==> config.mk <==
export PLATFORM = sky130hd
export DESIGN_NAME = greedy_capacity_balanced_partition_top
export DESIGN_NICKNAME = d
export VERILOG_FILES = /design/src/sv/gcbp_pkg.sv /design/src/sv/gcbp_ctrl.sv /design/src/sv/gcbp_dp.sv /design/src/sv/greedy_capacity_balanced_partition_top.sv
export VERILOG_INCLUDE_DIRS = /design/src /design/src/sv
export SDC_FILE = /design/constraint.sdc
export NUM_CORES = 2
export LEC_CHECK = 0
export ABC_AREA = 1
export BUFFER_PORTS_ARGS = -buffer_cell sky130_fd_sc_hd__clkbuf_2
export CAP_MARGIN = 5
export CELL_PAD_IN_SITES_DETAIL_PLACEMENT = 2
export CELL_PAD_IN_SITES_GLOBAL_PLACEMENT = 2
export CORE_MARGIN = 2
export CORE_UTILIZATION = 36
export CTS_CLUSTER_DIAMETER = 120
export DETAILED_ROUTE_END_ITERATION = 10
export PLACE_DENSITY = 0.76
export SYNTH_ARGS = -nofsm -noshare
export SYNTH_HDL_FRONTEND = slang
export SYNTH_SLANG_ARGS = --single-unit
export TNS_END_PERCENT = 20
==> constraint.sdc <==
create_clock -name aclk -period 18.6 [get_ports aclk]
set_input_delay 3.72 -clock aclk [delete_from_list [all_inputs] [get_ports aclk]]
set_output_delay 3.72 -clock aclk [all_outputs]
set_load 0.05 [all_outputs]
==> src/sv/greedy_capacity_balanced_partition_top_assert.svh <==
// Assertion helpers for the partition block.
`ifndef GREEDY_CAPACITY_BALANCED_PARTITION_TOP_ASSERT_SVH
`define GREEDY_CAPACITY_BALANCED_PARTITION_TOP_ASSERT_SVH

// Same-cycle implication, masked while reset is asserted.
`define GCBP_ASSERT_NOW(name, clk, rstn, ante, cons) \
    name: assert property (@(posedge clk) disable iff (!(rstn)) (ante) |-> (cons)) \
        else $error("gcbp check failed");

// Next-cycle implication, masked while reset is asserted.
`define GCBP_ASSERT_NEXT(name, clk, rstn, ante, cons) \
    name: assert property (@(posedge clk) disable iff (!(rstn)) (ante) |=> (cons)) \
        else $error("gcbp check failed");

`endif

==> src/sv/gcbp_pkg.sv <==
package gcbp_pkg;

    localparam int CFG_W        = 5;
    localparam int BUCKET_IDX_W = 4;
    localparam int SQ_W         = 41;

    typedef enum logic [2:0] {
        S_LOAD,
        S_CAP,
        S_SCAN,
        S_UPDATE,
        S_SQ,
        S_EMIT,
        S_CLEAR
    } state_t;

    typedef struct packed {
        logic load;      // store the incoming word
        logic start;     // last word taken: latch bucket count
        logic cap_step;
        logic scan_init;
        logic scan_step;
        logic update;
        logic sq_step;
        logic emit;
        logic clear;
    } cmd_t;

    typedef struct packed {
        logic cap_done;
        logic scan_end;
        logic assign_end;
        logic sq_done;
        logic out_done;
    } sts_t;

endpackage

==> src/sv/gcbp_ctrl.sv <==
module gcbp_ctrl (
    input  logic            aclk,
    input  logic            aresetn,
    input  logic            s_tvalid,
    input  logic            s_tlast,
    output logic            s_tready,
    input  gcbp_pkg::sts_t  sts,
    output gcbp_pkg::cmd_t  cmd
);
    import gcbp_pkg::*;

    state_t state_reg, state_next;
    logic   in_fire;

    assign s_tready = (state_reg == S_LOAD);
    assign in_fire  = s_tvalid && s_tready;

    always_ff @(posedge aclk) begin
        if (!aresetn) begin
            state_reg <= S_LOAD;
        end else begin
            state_reg <= state_next;
        end
    end

    always_comb begin
        state_next = state_reg;
        case (state_reg)
            S_LOAD:   if (in_fire && s_tlast) state_next = S_CAP;
            S_CAP:    if (sts.cap_done) state_next = S_SCAN;
            S_SCAN:   if (sts.scan_end) state_next = S_UPDATE;
            S_UPDATE: state_next = sts.assign_end ? S_SQ : S_SCAN;
            S_SQ:     if (sts.sq_done) state_next = S_EMIT;
            S_EMIT:   if (sts.out_done) state_next = S_CLEAR;
            S_CLEAR:  state_next = S_LOAD;
            default:  state_next = S_LOAD;
        endcase
    end

    always_comb begin
        cmd = '0;
        case (state_reg)
            S_LOAD: begin
                cmd.load  = in_fire;
                cmd.start = in_fire && s_tlast;
            end
            S_CAP: begin
                cmd.cap_step  = 1'b1;
                cmd.scan_init = sts.cap_done;
            end
            S_SCAN:   cmd.scan_step = 1'b1;
            S_UPDATE: cmd.update = 1'b1;
            S_SQ:     cmd.sq_step = 1'b1;
            S_EMIT:   cmd.emit = 1'b1;
            S_CLEAR:  cmd.clear = 1'b1;
            default:  cmd = '0;
        endcase
    end

endmodule

==> src/sv/gcbp_dp.sv <==
module gcbp_dp #(
    parameter int MAX_ELEMENTS = 32,
    parameter int MAX_BUCKETS  = 16,
    parameter int VALUE_BITS   = 16
) (
    input  logic                         aclk,
    input  logic                         aresetn,
    input  logic                         cfg_we,
    input  logic [gcbp_pkg::CFG_W-1:0]   cfg_wdata,
    input  logic [VALUE_BITS-1:0]        in_value,
    input  gcbp_pkg::cmd_t               cmd,
    output gcbp_pkg::sts_t               sts,
    input  logic                         m_tready,
    output logic                         m_tvalid,
    output logic                         m_tlast,
    output logic [VALUE_BITS-1:0]        out_value,
    output logic [gcbp_pkg::BUCKET_IDX_W-1:0] out_bucket,
    output logic [gcbp_pkg::SQ_W-1:0]    out_sq,
    output logic                         out_ovf
);
    import gcbp_pkg::*;

    localparam int CW = $clog2(MAX_ELEMENTS + 1);
    localparam int PW = $clog2(MAX_ELEMENTS);
    localparam int KW = $clog2(MAX_BUCKETS + 1);
    localparam int IW = (MAX_BUCKETS > 1) ? $clog2(MAX_BUCKETS) : 1;
    localparam int TW = VALUE_BITS + CW;

    logic [CFG_W-1:0]             nb_reg;
    logic signed [VALUE_BITS-1:0] sorted_reg [MAX_ELEMENTS];
    logic signed [VALUE_BITS-1:0] ins_next   [MAX_ELEMENTS];
    logic [MAX_ELEMENTS-1:0]      keep;
    logic [IW-1:0]                slot_reg   [MAX_ELEMENTS];
    logic signed [TW-1:0]         total_reg  [MAX_BUCKETS];
    logic [CW-1:0]                fill_reg   [MAX_BUCKETS];
    logic [CW-1:0]                count_reg;
    logic                         ovf_reg;
    logic [KW-1:0]                k_reg, k_next;
    logic [CW-1:0]                cap_reg;
    logic [CW+KW-1:0]             cap_acc_reg;
    logic [KW-1:0]                b_reg;
    logic [IW-1:0]                best_reg;
    logic signed [TW-1:0]         best_total_reg;
    logic                         found_reg;
    logic [PW-1:0]                i_reg;
    logic [KW-1:0]                sq_b_reg;
    logic [2*TW-1:0]              sq_prod_reg;
    logic [SQ_W-1:0]              sq_acc_reg;
    logic [CW-1:0]                emit_i_reg;
    logic signed [VALUE_BITS-1:0] v;
    logic                         cand, better, out_room, out_load, out_fire;

    assign v = in_value;

    always_comb begin
        if (nb_reg == '0) begin
            k_next = KW'(1);
        end else if (int'(nb_reg) > MAX_BUCKETS) begin
            k_next = KW'(MAX_BUCKETS);
        end else begin
            k_next = KW'(nb_reg);
        end
    end

    // insert the new word into the descending list in one step
    always_comb begin
        for (int j = 0; j < MAX_ELEMENTS; j++) begin
            keep[j] = (CW'(j) < count_reg) && (sorted_reg[j] >= v);
        end
        for (int j = 0; j < MAX_ELEMENTS; j++) begin
            if (keep[j]) begin
                ins_next[j] = sorted_reg[j];
            end else if (j == 0) begin
                ins_next[j] = v;
            end else if (keep[j-1]) begin
                ins_next[j] = v;
            end else begin
                ins_next[j] = sorted_reg[j-1];
            end
        end
    end

    assign cand   = fill_reg[b_reg[IW-1:0]] < cap_reg;
    assign better = !found_reg || (total_reg[b_reg[IW-1:0]] < best_total_reg);

    assign sts.cap_done   = cap_acc_reg >= (CW+KW)'(count_reg);
    assign sts.scan_end   = (b_reg == k_reg - KW'(1));
    assign sts.assign_end = (CW'(i_reg) == count_reg - CW'(1));
    assign sts.sq_done    = (sq_b_reg == k_reg);
    assign sts.out_done   = m_tvalid && m_tready && m_tlast;

    assign out_room = !m_tvalid || m_tready;
    assign out_load = cmd.emit && out_room && (emit_i_reg < count_reg);
    assign out_fire = m_tvalid && m_tready;

    always_ff @(posedge aclk) begin
        if (!aresetn) begin
            nb_reg <= CFG_W'(1);
        end else if (cfg_we) begin
            nb_reg <= cfg_wdata;
        end
    end

    // set bookkeeping and bucket state
    always_ff @(posedge aclk) begin
        if (!aresetn || cmd.clear) begin
            count_reg <= '0;
            ovf_reg   <= 1'b0;
            i_reg     <= '0;
            for (int b = 0; b < MAX_BUCKETS; b++) begin
                total_reg[b] <= '0;
                fill_reg[b]  <= '0;
            end
        end else begin
            if (cmd.load) begin
                if (count_reg == CW'(MAX_ELEMENTS)) begin
                    ovf_reg <= 1'b1;
                end else begin
                    count_reg <= count_reg + CW'(1);
                end
            end
            if (cmd.update) begin
                total_reg[best_reg] <= total_reg[best_reg]
                                       + TW'(sorted_reg[i_reg]);
                fill_reg[best_reg]  <= fill_reg[best_reg] + CW'(1);
                i_reg               <= i_reg + PW'(1);
            end
        end
    end

    always_ff @(posedge aclk) begin
        if (cmd.load && count_reg != CW'(MAX_ELEMENTS)) begin
            for (int j = 0; j < MAX_ELEMENTS; j++) begin
                if (CW'(j) <= count_reg) begin
                    sorted_reg[j] <= ins_next[j];
                end
            end
        end
        if (cmd.update) begin
            slot_reg[i_reg] <= best_reg;
        end
    end

    // cap = ceil(n/k) by repeated add of k
    always_ff @(posedge aclk) begin
        if (cmd.start) begin
            k_reg       <= k_next;
            cap_reg     <= '0;
            cap_acc_reg <= '0;
        end else if (cmd.cap_step && !sts.cap_done) begin
            cap_reg     <= cap_reg + CW'(1);
            cap_acc_reg <= cap_acc_reg + (CW+KW)'(k_reg);
        end
    end

    // one bucket per cycle: pick lowest total among buckets with room
    always_ff @(posedge aclk) begin
        if (cmd.scan_init || cmd.update) begin
            b_reg     <= '0;
            found_reg <= 1'b0;
        end else if (cmd.scan_step) begin
            b_reg <= b_reg + KW'(1);
            if (cand && better) begin
                best_reg       <= b_reg[IW-1:0];
                best_total_reg <= total_reg[b_reg[IW-1:0]];
                found_reg      <= 1'b1;
            end
        end
    end

    // square one bucket total per cycle, accumulate the product in the cycle after
    always_ff @(posedge aclk) begin
        if (cmd.update) begin
            sq_b_reg    <= '0;
            sq_prod_reg <= '0;
            sq_acc_reg  <= '0;
            emit_i_reg  <= '0;
        end else begin
            if (cmd.sq_step) begin
                sq_acc_reg <= sq_acc_reg + SQ_W'(sq_prod_reg);
                if (!sts.sq_done) begin
                    sq_b_reg    <= sq_b_reg + KW'(1);
                    sq_prod_reg <= (2*TW)'(total_reg[sq_b_reg[IW-1:0]]
                                           * total_reg[sq_b_reg[IW-1:0]]);
                end else begin
                    sq_prod_reg <= '0;
                end
            end
            if (out_load) begin
                emit_i_reg <= emit_i_reg + CW'(1);
            end
        end
    end

    always_ff @(posedge aclk) begin
        if (!aresetn) begin
            m_tvalid <= 1'b0;
        end else if (out_load) begin
            m_tvalid <= 1'b1;
        end else if (out_fire) begin
            m_tvalid <= 1'b0;
        end
    end

    always_ff @(posedge aclk) begin
        if (out_load) begin
            out_value  <= sorted_reg[emit_i_reg[PW-1:0]];
            out_bucket <= BUCKET_IDX_W'(slot_reg[emit_i_reg[PW-1:0]]);
            m_tlast    <= (emit_i_reg == count_reg - CW'(1));
            out_sq     <= (emit_i_reg == count_reg - CW'(1)) ? sq_acc_reg : '0;
            out_ovf    <= ovf_reg;
        end
    end

endmodule

==> src/sv/greedy_capacity_balanced_partition_top.sv <==
// Loading takes one word per cycle; the last word starts processing.
// Processing then finds the bucket size by repeated addition, runs the one-bucket-per-cycle
// selection scan once per element, and squares and sums the bucket totals.
// Results then leave at one word per cycle while m_tready is high.
// Reset (aresetn low, synchronous) empties the set and sets the bucket count to 1.
module greedy_capacity_balanced_partition_top #(
    parameter int MAX_ELEMENTS = 32,
    parameter int MAX_BUCKETS  = 16,
    parameter int VALUE_BITS   = 16,
    parameter int S_DW = ((VALUE_BITS + 7) / 8) * 8,
    parameter int M_DW = ((VALUE_BITS + 4 + 41 + 7) / 8) * 8
) (
    input  logic                       aclk,
    input  logic                       aresetn,
    input  logic                       cfg_we,
    input  logic [gcbp_pkg::CFG_W-1:0] cfg_wdata,   // num_buckets
    input  logic                       s_tvalid,
    output logic                       s_tready,
    input  logic [S_DW-1:0]            s_tdata,     // element_value
    input  logic                       s_tlast,     // last_element
    output logic                       m_tvalid,
    input  logic                       m_tready,
    output logic [M_DW-1:0]            m_tdata,     // sorted_value, bucket_index, sum_of_squares
    output logic                       m_tlast,     // last_result
    output logic                       m_tuser      // overflow
);
    import gcbp_pkg::*;

`include "greedy_capacity_balanced_partition_top_assert.svh"

    cmd_t                    cmd;
    sts_t                    sts;
    logic [VALUE_BITS-1:0]   out_value;
    logic [BUCKET_IDX_W-1:0] out_bucket;
    logic [SQ_W-1:0]         out_sq;

    gcbp_ctrl u_ctrl (
        .aclk     (aclk),
        .aresetn  (aresetn),
        .s_tvalid (s_tvalid),
        .s_tlast  (s_tlast),
        .s_tready (s_tready),
        .sts      (sts),
        .cmd      (cmd)
    );

    gcbp_dp #(
        .MAX_ELEMENTS (MAX_ELEMENTS),
        .MAX_BUCKETS  (MAX_BUCKETS),
        .VALUE_BITS   (VALUE_BITS)
    ) u_dp (
        .aclk       (aclk),
        .aresetn    (aresetn),
        .cfg_we     (cfg_we),
        .cfg_wdata  (cfg_wdata),
        .in_value   (s_tdata[VALUE_BITS-1:0]),
        .cmd        (cmd),
        .sts        (sts),
        .m_tready   (m_tready),
        .m_tvalid   (m_tvalid),
        .m_tlast    (m_tlast),
        .out_value  (out_value),
        .out_bucket (out_bucket),
        .out_sq     (out_sq),
        .out_ovf    (m_tuser)
    );

    assign m_tdata = M_DW'({out_sq, out_bucket, out_value});

    `GCBP_ASSERT_NOW(a_no_load_while_emit, aclk, aresetn, m_tvalid, !s_tready)
    `GCBP_ASSERT_NOW(a_sq_only_on_last, aclk, aresetn, m_tvalid && !m_tlast,
                     out_sq == '0)
    `GCBP_ASSERT_NEXT(a_clear_after_last, aclk, aresetn,
                      m_tvalid && m_tready && m_tlast, !s_tready && !m_tvalid)

endmodule
Yosys cells after proc, flatten, opt, wreduce, memory -nomap -nowiden
Memory sizes are Yosys's and may differ from the RTL's. A register that Yosys moved wholly into a read port is not among the register bits.
Index checks and enable logic that the tools add are counted.
{"block": "word_totals", "register_bits": 211, "mem_bits_rw": 1088, "inputBits": 27, "memories": 4}
{"block": "op_classes", "n_addsub": 12, "n_mul": 1, "n_lt_le_gt_ge": 101, "eq_ne": 17, "mux": 199, "bitwise_logic": 3, "n_reduce_logical": 61}
{"name": "u_dp.sorted_reg", "words": 32, "width": 16, "rd": 34, "rd_ports_with_merged_regs": 2, "wr": 32, "line_no": "gcbp_dp.sv:30", "rtl": "logic signed [VALUE_BITS-1:0] sorted_reg [MAX_ELEMENTS];"}
{"name": "u_dp.total_reg", "words": 16, "width": 22, "rd": 3, "rd_ports_with_merged_regs": 3, "wr": 16, "line_no": "gcbp_dp.sv:34", "rtl": "logic signed [TW-1:0] total_reg [MAX_BUCKETS];"}
{"name": "u_dp.slot_reg", "words": 32, "width": 4, "rd": 1, "rd_ports_with_merged_regs": 1, "wr": 1, "line_no": "gcbp_dp.sv:33", "rtl": "logic [IW-1:0] slot_reg [MAX_ELEMENTS];"}
{"name": "u_dp.fill_reg", "words": 16, "width": 6, "rd": 2, "rd_ports_with_merged_regs": 2, "wr": 16, "line_no": "gcbp_dp.sv:35", "rtl": "logic [CW-1:0] fill_reg [MAX_BUCKETS];"}
{"operator": "two-way mux 16 bit", "count": 63}
{"operator": "greater-or-equal comparator 16 bit", "count": 32}
{"operator": "two-way mux 1 bit", "count": 111}
{"operator": "less-or-equal comparator 5 x 6 -> 1 bit (first input constant)", "count": 16}
{"operator": "less-than comparator 5 x 6 -> 1 bit (first input constant)", "count": 16}
{"operator": "less-or-equal comparator 4 x 6 -> 1 bit (first input constant)", "count": 8}
{"operator": "less-than comparator 4 x 6 -> 1 bit (first input constant)", "count": 8}
{"operator": "adder 41 bit", "count": 1}
{"operator": "logical AND 1 bit", "count": 41}
{"operator": "multiplier 22 x 22 -> 41 bit", "count": 1}
{"operator": "two-way mux 41 bit", "count": 1}
{"operator": "two-way mux 4 bit", "count": 10}
{"operator": "adder 6 x 1 -> 6 bit (second input constant)", "count": 4}
{"operator": "less-or-equal comparator 3 x 6 -> 1 bit (first input constant)", "count": 4}
{"operator": "less-than comparator 3 x 6 -> 1 bit (first input constant)", "count": 4}
{"operator": "adder 22 x 16 -> 22 bit", "count": 1}
{"operator": "less-than comparator 22 bit", "count": 1}
{"operator": "two-way mux 22 bit", "count": 1}
{"operator": "OR reduction 22 bit", "count": 1}
{"operator": "two-way mux 3 bit", "count": 6}
{"operator": "one-hot mux 3 bit (6 select lines)", "count": 1}
{"operator": "adder 5 x 1 -> 5 bit (second input constant)", "count": 3}
{"operator": "two-way mux 5 bit", "count": 3}
{"operator": "less-or-equal comparator 1 x 6 -> 1 bit (first input constant)", "count": 2}
{"operator": "32 further kinds", "count": 55}

Depth between registers and ports, before layout
{"block": "logic_depth", "depth_word": 7, "mapped_depth": 39}

Hierarchy
Synthesis repeated with hierarchy kept, for this count alone.
{"block": "hier_totals", "cells_unflattened": 12569, "hier_area_um2": 103526.8}
{"module": "gcbp_dp", "instances": 1, "cells_per_inst": 12512, "area_each_um2": 103195.2, "seq_area_each_um2": 38496.9}
{"module": "gcbp_ctrl", "instances": 1, "cells_per_inst": 53, "area_each_um2": 305.3, "seq_area_each_um2": 60.1}
{"module": "greedy_capacity_balanced_partition_top", "instances": 1, "cells_per_inst": 4, "area_each_um2": 26.3, "seq_area_each_um2": 0.0}

Worst setup path before layout
No wires, ideal clock.
{"block": "synth_path", "path_kind": "input -> register", "start": "in s_tdata[3]", "end": "mem u_dp.sorted_reg[14][0] (enable)", "arrival_time_ns": 7.161, "required_ns": 18.206, "slack_ns": 11.044, "path_stages": 13, "n_path_buf": 2, "cell_sequence": "clkinv_1 > clkbuf_1 > ha_1 > a21oi_1 > nand2_1 > o21bai_1 > o211ai_1 > a21oi_1 > nor2_1 > nor3_1 > o21ai_2 > clkbuf_1 > a21oi_1"}
{"item": "start, declared", "line_no": "greedy_capacity_balanced_partition_top.sv:19", "rtl": "input logic [S_DW-1:0] s_tdata,"}
{"item": "end, declared", "line_no": "gcbp_dp.sv:30"}

==> results summary <==
The run finished with clean final reports. The worst setup path is launched from a register. The number of global-route vias before repair came out at 109,071.

The clock latency on the worst-skew pair is about 910 ps. TritonCTS built the clock tree. The Yosys step of the flow raised 0 warnings. The clock root buffer is clkbuf_16. The buffers inserted during post-CTS setup optimization is 0. Setup violations remaining at the end of the flow were counted as 0.

The multi-input combinational cells in the finished layout cover a total of between 0.05 and 0.06 mm2. The number of port buffers came out at slightly above 90. The cell area that synthesis handed to floorplanning was roughly 0.10 mm2. The global route total overflow is 0.

In the final layout, the share of cells above drive strength 1 is 5.83%. The number of rows in the core area is between 150 and 200. The detail-routed via count per cell is 6.18. For this run, the leading register cell type out of synthesis is edfxtp_1. The level count of the clock H-tree is 4. The synthesized instance count is 12,717. The worst clock skew on the final layout is 77.5 ps. The post-DP HPWL came out at ~350,000 um. The worst register-to-register path has a setup slack of 8540 ps.

The max-slew violation total from the final report is 0. The final wirelength is ~500,000 um. Subtracting the final worst setup slack from the clock period gives 10,060 ps. The wire length of the first global-routing pass is between 700,000 and 800,000 um. The routability congestion estimate is ~0.9.

Across every metal layer, demand over resource in global routing totals around 33%. In this run the critical register-to-register path is captured at u_dp.sq_prod_reg[40]$_SDFFE_PP0P_. The first detailed-routing pass took 6 iterations. The initial antenna violation count is 33. The cell repeated most along the worst path is fa_1.

The number of buffers inserted during clock tree synthesis came out at 176. The number of instances resized during post-cts repair came out at 0. A synthesized cell averages ~8 um2.

The combined flip-flop and latch cell area came out at 0.0386 mm2. The count of vias placed by the detailed router is a little over 100k. The register area share after synthesis is 37.1%.

STA classifies the critical path endpoint as a register. The number of clock sinks came out at ~1,300. The maximum single-stage delay on the critical path came out at 900 ps.

The floorplan step defined a core boundary enclosing 0.288 mm2. The number of flip-flops under the largest register name came out at 512. The max capacitance violation total came out at 0.

The maximum buffer depth of the clock tree came out at 4. Counting flops and latches in the post-synthesis netlist gives about 1,300. The number of enable flip-flop cells after synthesis is 1,182. For the final routed database, the setup TNS stands at 0 ps.

The final-report hold violation count came to 0. The count of hold-fix buffers inserted at cts came out at 0. The required time of the critical path is 19,330 ps.

After the last flow step, the layout net total stands at about 14,000. The terminating pin of the worst hold path is u_dp.cap_acc_reg[10]$_SDFFE_PP0P_. The transition time at the pin with the least slew margin came out at approximately 1300 ps. The number of inserted filler cells in the final layout came out at between 30,000 and 40,000. The highest achievable clock rate is between 90 and 100 MHz. The worst hold path cell count is 2.

The startpoint identified for the worst hold timing path is u_dp.cap_acc_reg[10]$_SDFFE_PP0P_. The violation count after the first detailed-routing iteration is ~10,000. The pin count of the biggest net entering global routing is around 160.

Setup repair after global routing left no endpoint under its margin. The worst setup path is of the reg2reg kind. The worst endpoint data arrival time came out at roughly 11,000 ps. The maximum fanout along the worst path is between 50 and 60.

95 I/O pins were placed. The area growth from synthesis to layout is 9.28%. Once the floorplan was initialized, standard cells occupied a little over a third of the core. The number of distinct library cells after synthesis is 67.

The detailed-route DRC error count came out at 0. The final clock period utilization by the worst path came out at 54.1%. In the final routed layout, each cell accounts on average for a little over 30 um. The worst max-slew margin expressed relative to the limit came out at around an eighth.

The length in cells of the worst reg-to-reg path came out at 29. The post-route antenna net violation count is 0. The slowest library cell on the worst path is fa_1.

The floorplan die height is approximately 540 um. Measured along the x axis, the die boundary spans approximately 540 um. The fraction of registers with async set/reset is 0%.

The floorplan step defined a die boundary enclosing between 0.2 and 0.3 mm2. Clock-pin slew was measured on the worst setup and hold paths at 60 ps. In this run the worst hold path is classified as reg2reg.
through the flow:
step / instances / setup WS (ps) / util, % / hold WS, ps / cell area [um2]
5_1_grt: 16349 / 8100 / 39.5 / 483 / 114000
4_1_cts: 16346 / 8670 / 39.5 / 453 / 114000
3_3_place_gp: 16025 / 8980 / 37.5 / 425 / 108000
3_5_place_dp: 16025 / 8690 / 37.5 / 444 / 108000
6_report: 16357 / 8540 / 39.5 / 450 / 114000
2_1_floorplan: 12719 / 11040 / - / 409 / 104000
worst max path at each step:
stage | from | end | depth (start not counted)
3_3_place_gp | register | u_dp.sq_prod_reg[40]$_SDFFE_PP0P_ | 28
4_1_cts | register | u_dp.sq_prod_reg[28]$_SDFFE_PP0P_ | 32
5_1_grt | register | u_dp.sq_prod_reg[39]$_SDFFE_PP0P_ | 30
3_5_place_dp | register | u_dp.sq_prod_reg[39]$_SDFFE_PP0P_ | 30
2_1_floorplan | s_tdata[3] | u_dp.sorted_reg[14][0]$_DFFE_PP_ | 13
6_report | register | u_dp.sq_prod_reg[40]$_SDFFE_PP0P_ | 29
cell type report:
cell class / instances / area share, %
multi-input combinational: 9119 / 50.0
sequential: 1335 / 34.0
inverter: 1478 / 4.91
clock buffer: 222 / 4.19
tap: 3781 / 4.17
timing repair buffer: 313 / 1.91
clock inverter: 99 / 0.847
antenna: 10 / 0.0220
routing by layer:
metal / vias to the layer above / track usage (%) / routed length [um]
met2: 4487 / 54.0 / 229000
li1: 42996 / - / -
met3: 1185 / 5.49 / 40800
met1: 52327 / 43.5 / 205000
met4: 20 / 16.4 / 26900
met5: - / 0 / 131
layout by cell type (no fill, tap or decap), types with 15 or more instances in the layout:
master / count
dfxtp_1: 136
o21ai_1: 37
inv_2: 27
inv_1: 1436
o221ai_1: 250
xor2_1: 55
fa_1: 436
buf_4: 218
o21a_1: 36
nand2_1: 1881
or2_2: 15
clkbuf_2: 91
a21o_1: 19
o21ai_0: 2012
mux2i_1: 20
nand4_1: 101
ha_1: 768
nor3_1: 66
xnor2_1: 31
a21oi_1: 924
o22ai_1: 120
nor2_1: 1499
clkbuf_16: 181
nand2_2: 24
nand3_1: 420
clkbuf_1: 34
a31oi_1: 52
clkinv_1: 40
clkinv_2: 30
bufinv_16: 15
o21bai_1: 31
nor2_2: 16
edfxtp_1: 1182
nor4_1: 23
a211oi_1: 15
o211ai_1: 119
worst max-delay path: cells and delay by family (launching register included):
| family | cells | cell delay (ps) |
|---|---|---|
| fa+ha+maj | 8 | 4450 |
| buf+inv | 8 | 2480 |
| compound gates | 2 | 210 |
| flops | 1 | 510 |
| simple gates | 11 | 2120 |
cell usage after synthesis (19+ instances only):
master       n  share of area, %
o22ai_1    120              0.72
nor2_1    1504               5.4
ha_1       768               9.2
a21o_1      19              0.14
nand3_1    420               2.0
o211ai_1   119              0.86
mux2i_1     20              0.19
o21ai_0   2012               9.7
a21oi_1    926               4.5
xnor2_1     32              0.27
nor3_1      66              0.32
a31oi_1     52              0.31
buf_1       45              0.16
inv_1     1446               5.2
clkinv_1    24             0.087
nand4_1    101              0.61
nand2_1   1913               6.9
clkbuf_1   566               2.0
fa_1       436               8.4
dfxtp_1    153               2.9
buf_2      150              0.72
xor2_1      57              0.48
o21ai_1     39              0.19
o21a_1      36              0.26
edfxtp_1  1182                34
o21bai_1    31              0.22
o221ai_1   250               2.1
nor4_1      23              0.14
cells by family after synthesis:
logic type	after synthesis	share of synthesized area [%]
DFF	1335	37.1
other	1	0.00361
muxes	20	0.193
xor gates and xnor gates	98	0.913
adders and majority gates	1204	17.6
buffers and inverters	2265	8.49
and+or+nand+nor	4095	15.9
AOI/OAI and AO/OA	3699	19.8
Power is not shown: default switching activity piles up to over one toggle a cycle in this logic, so the estimate is an artifact.
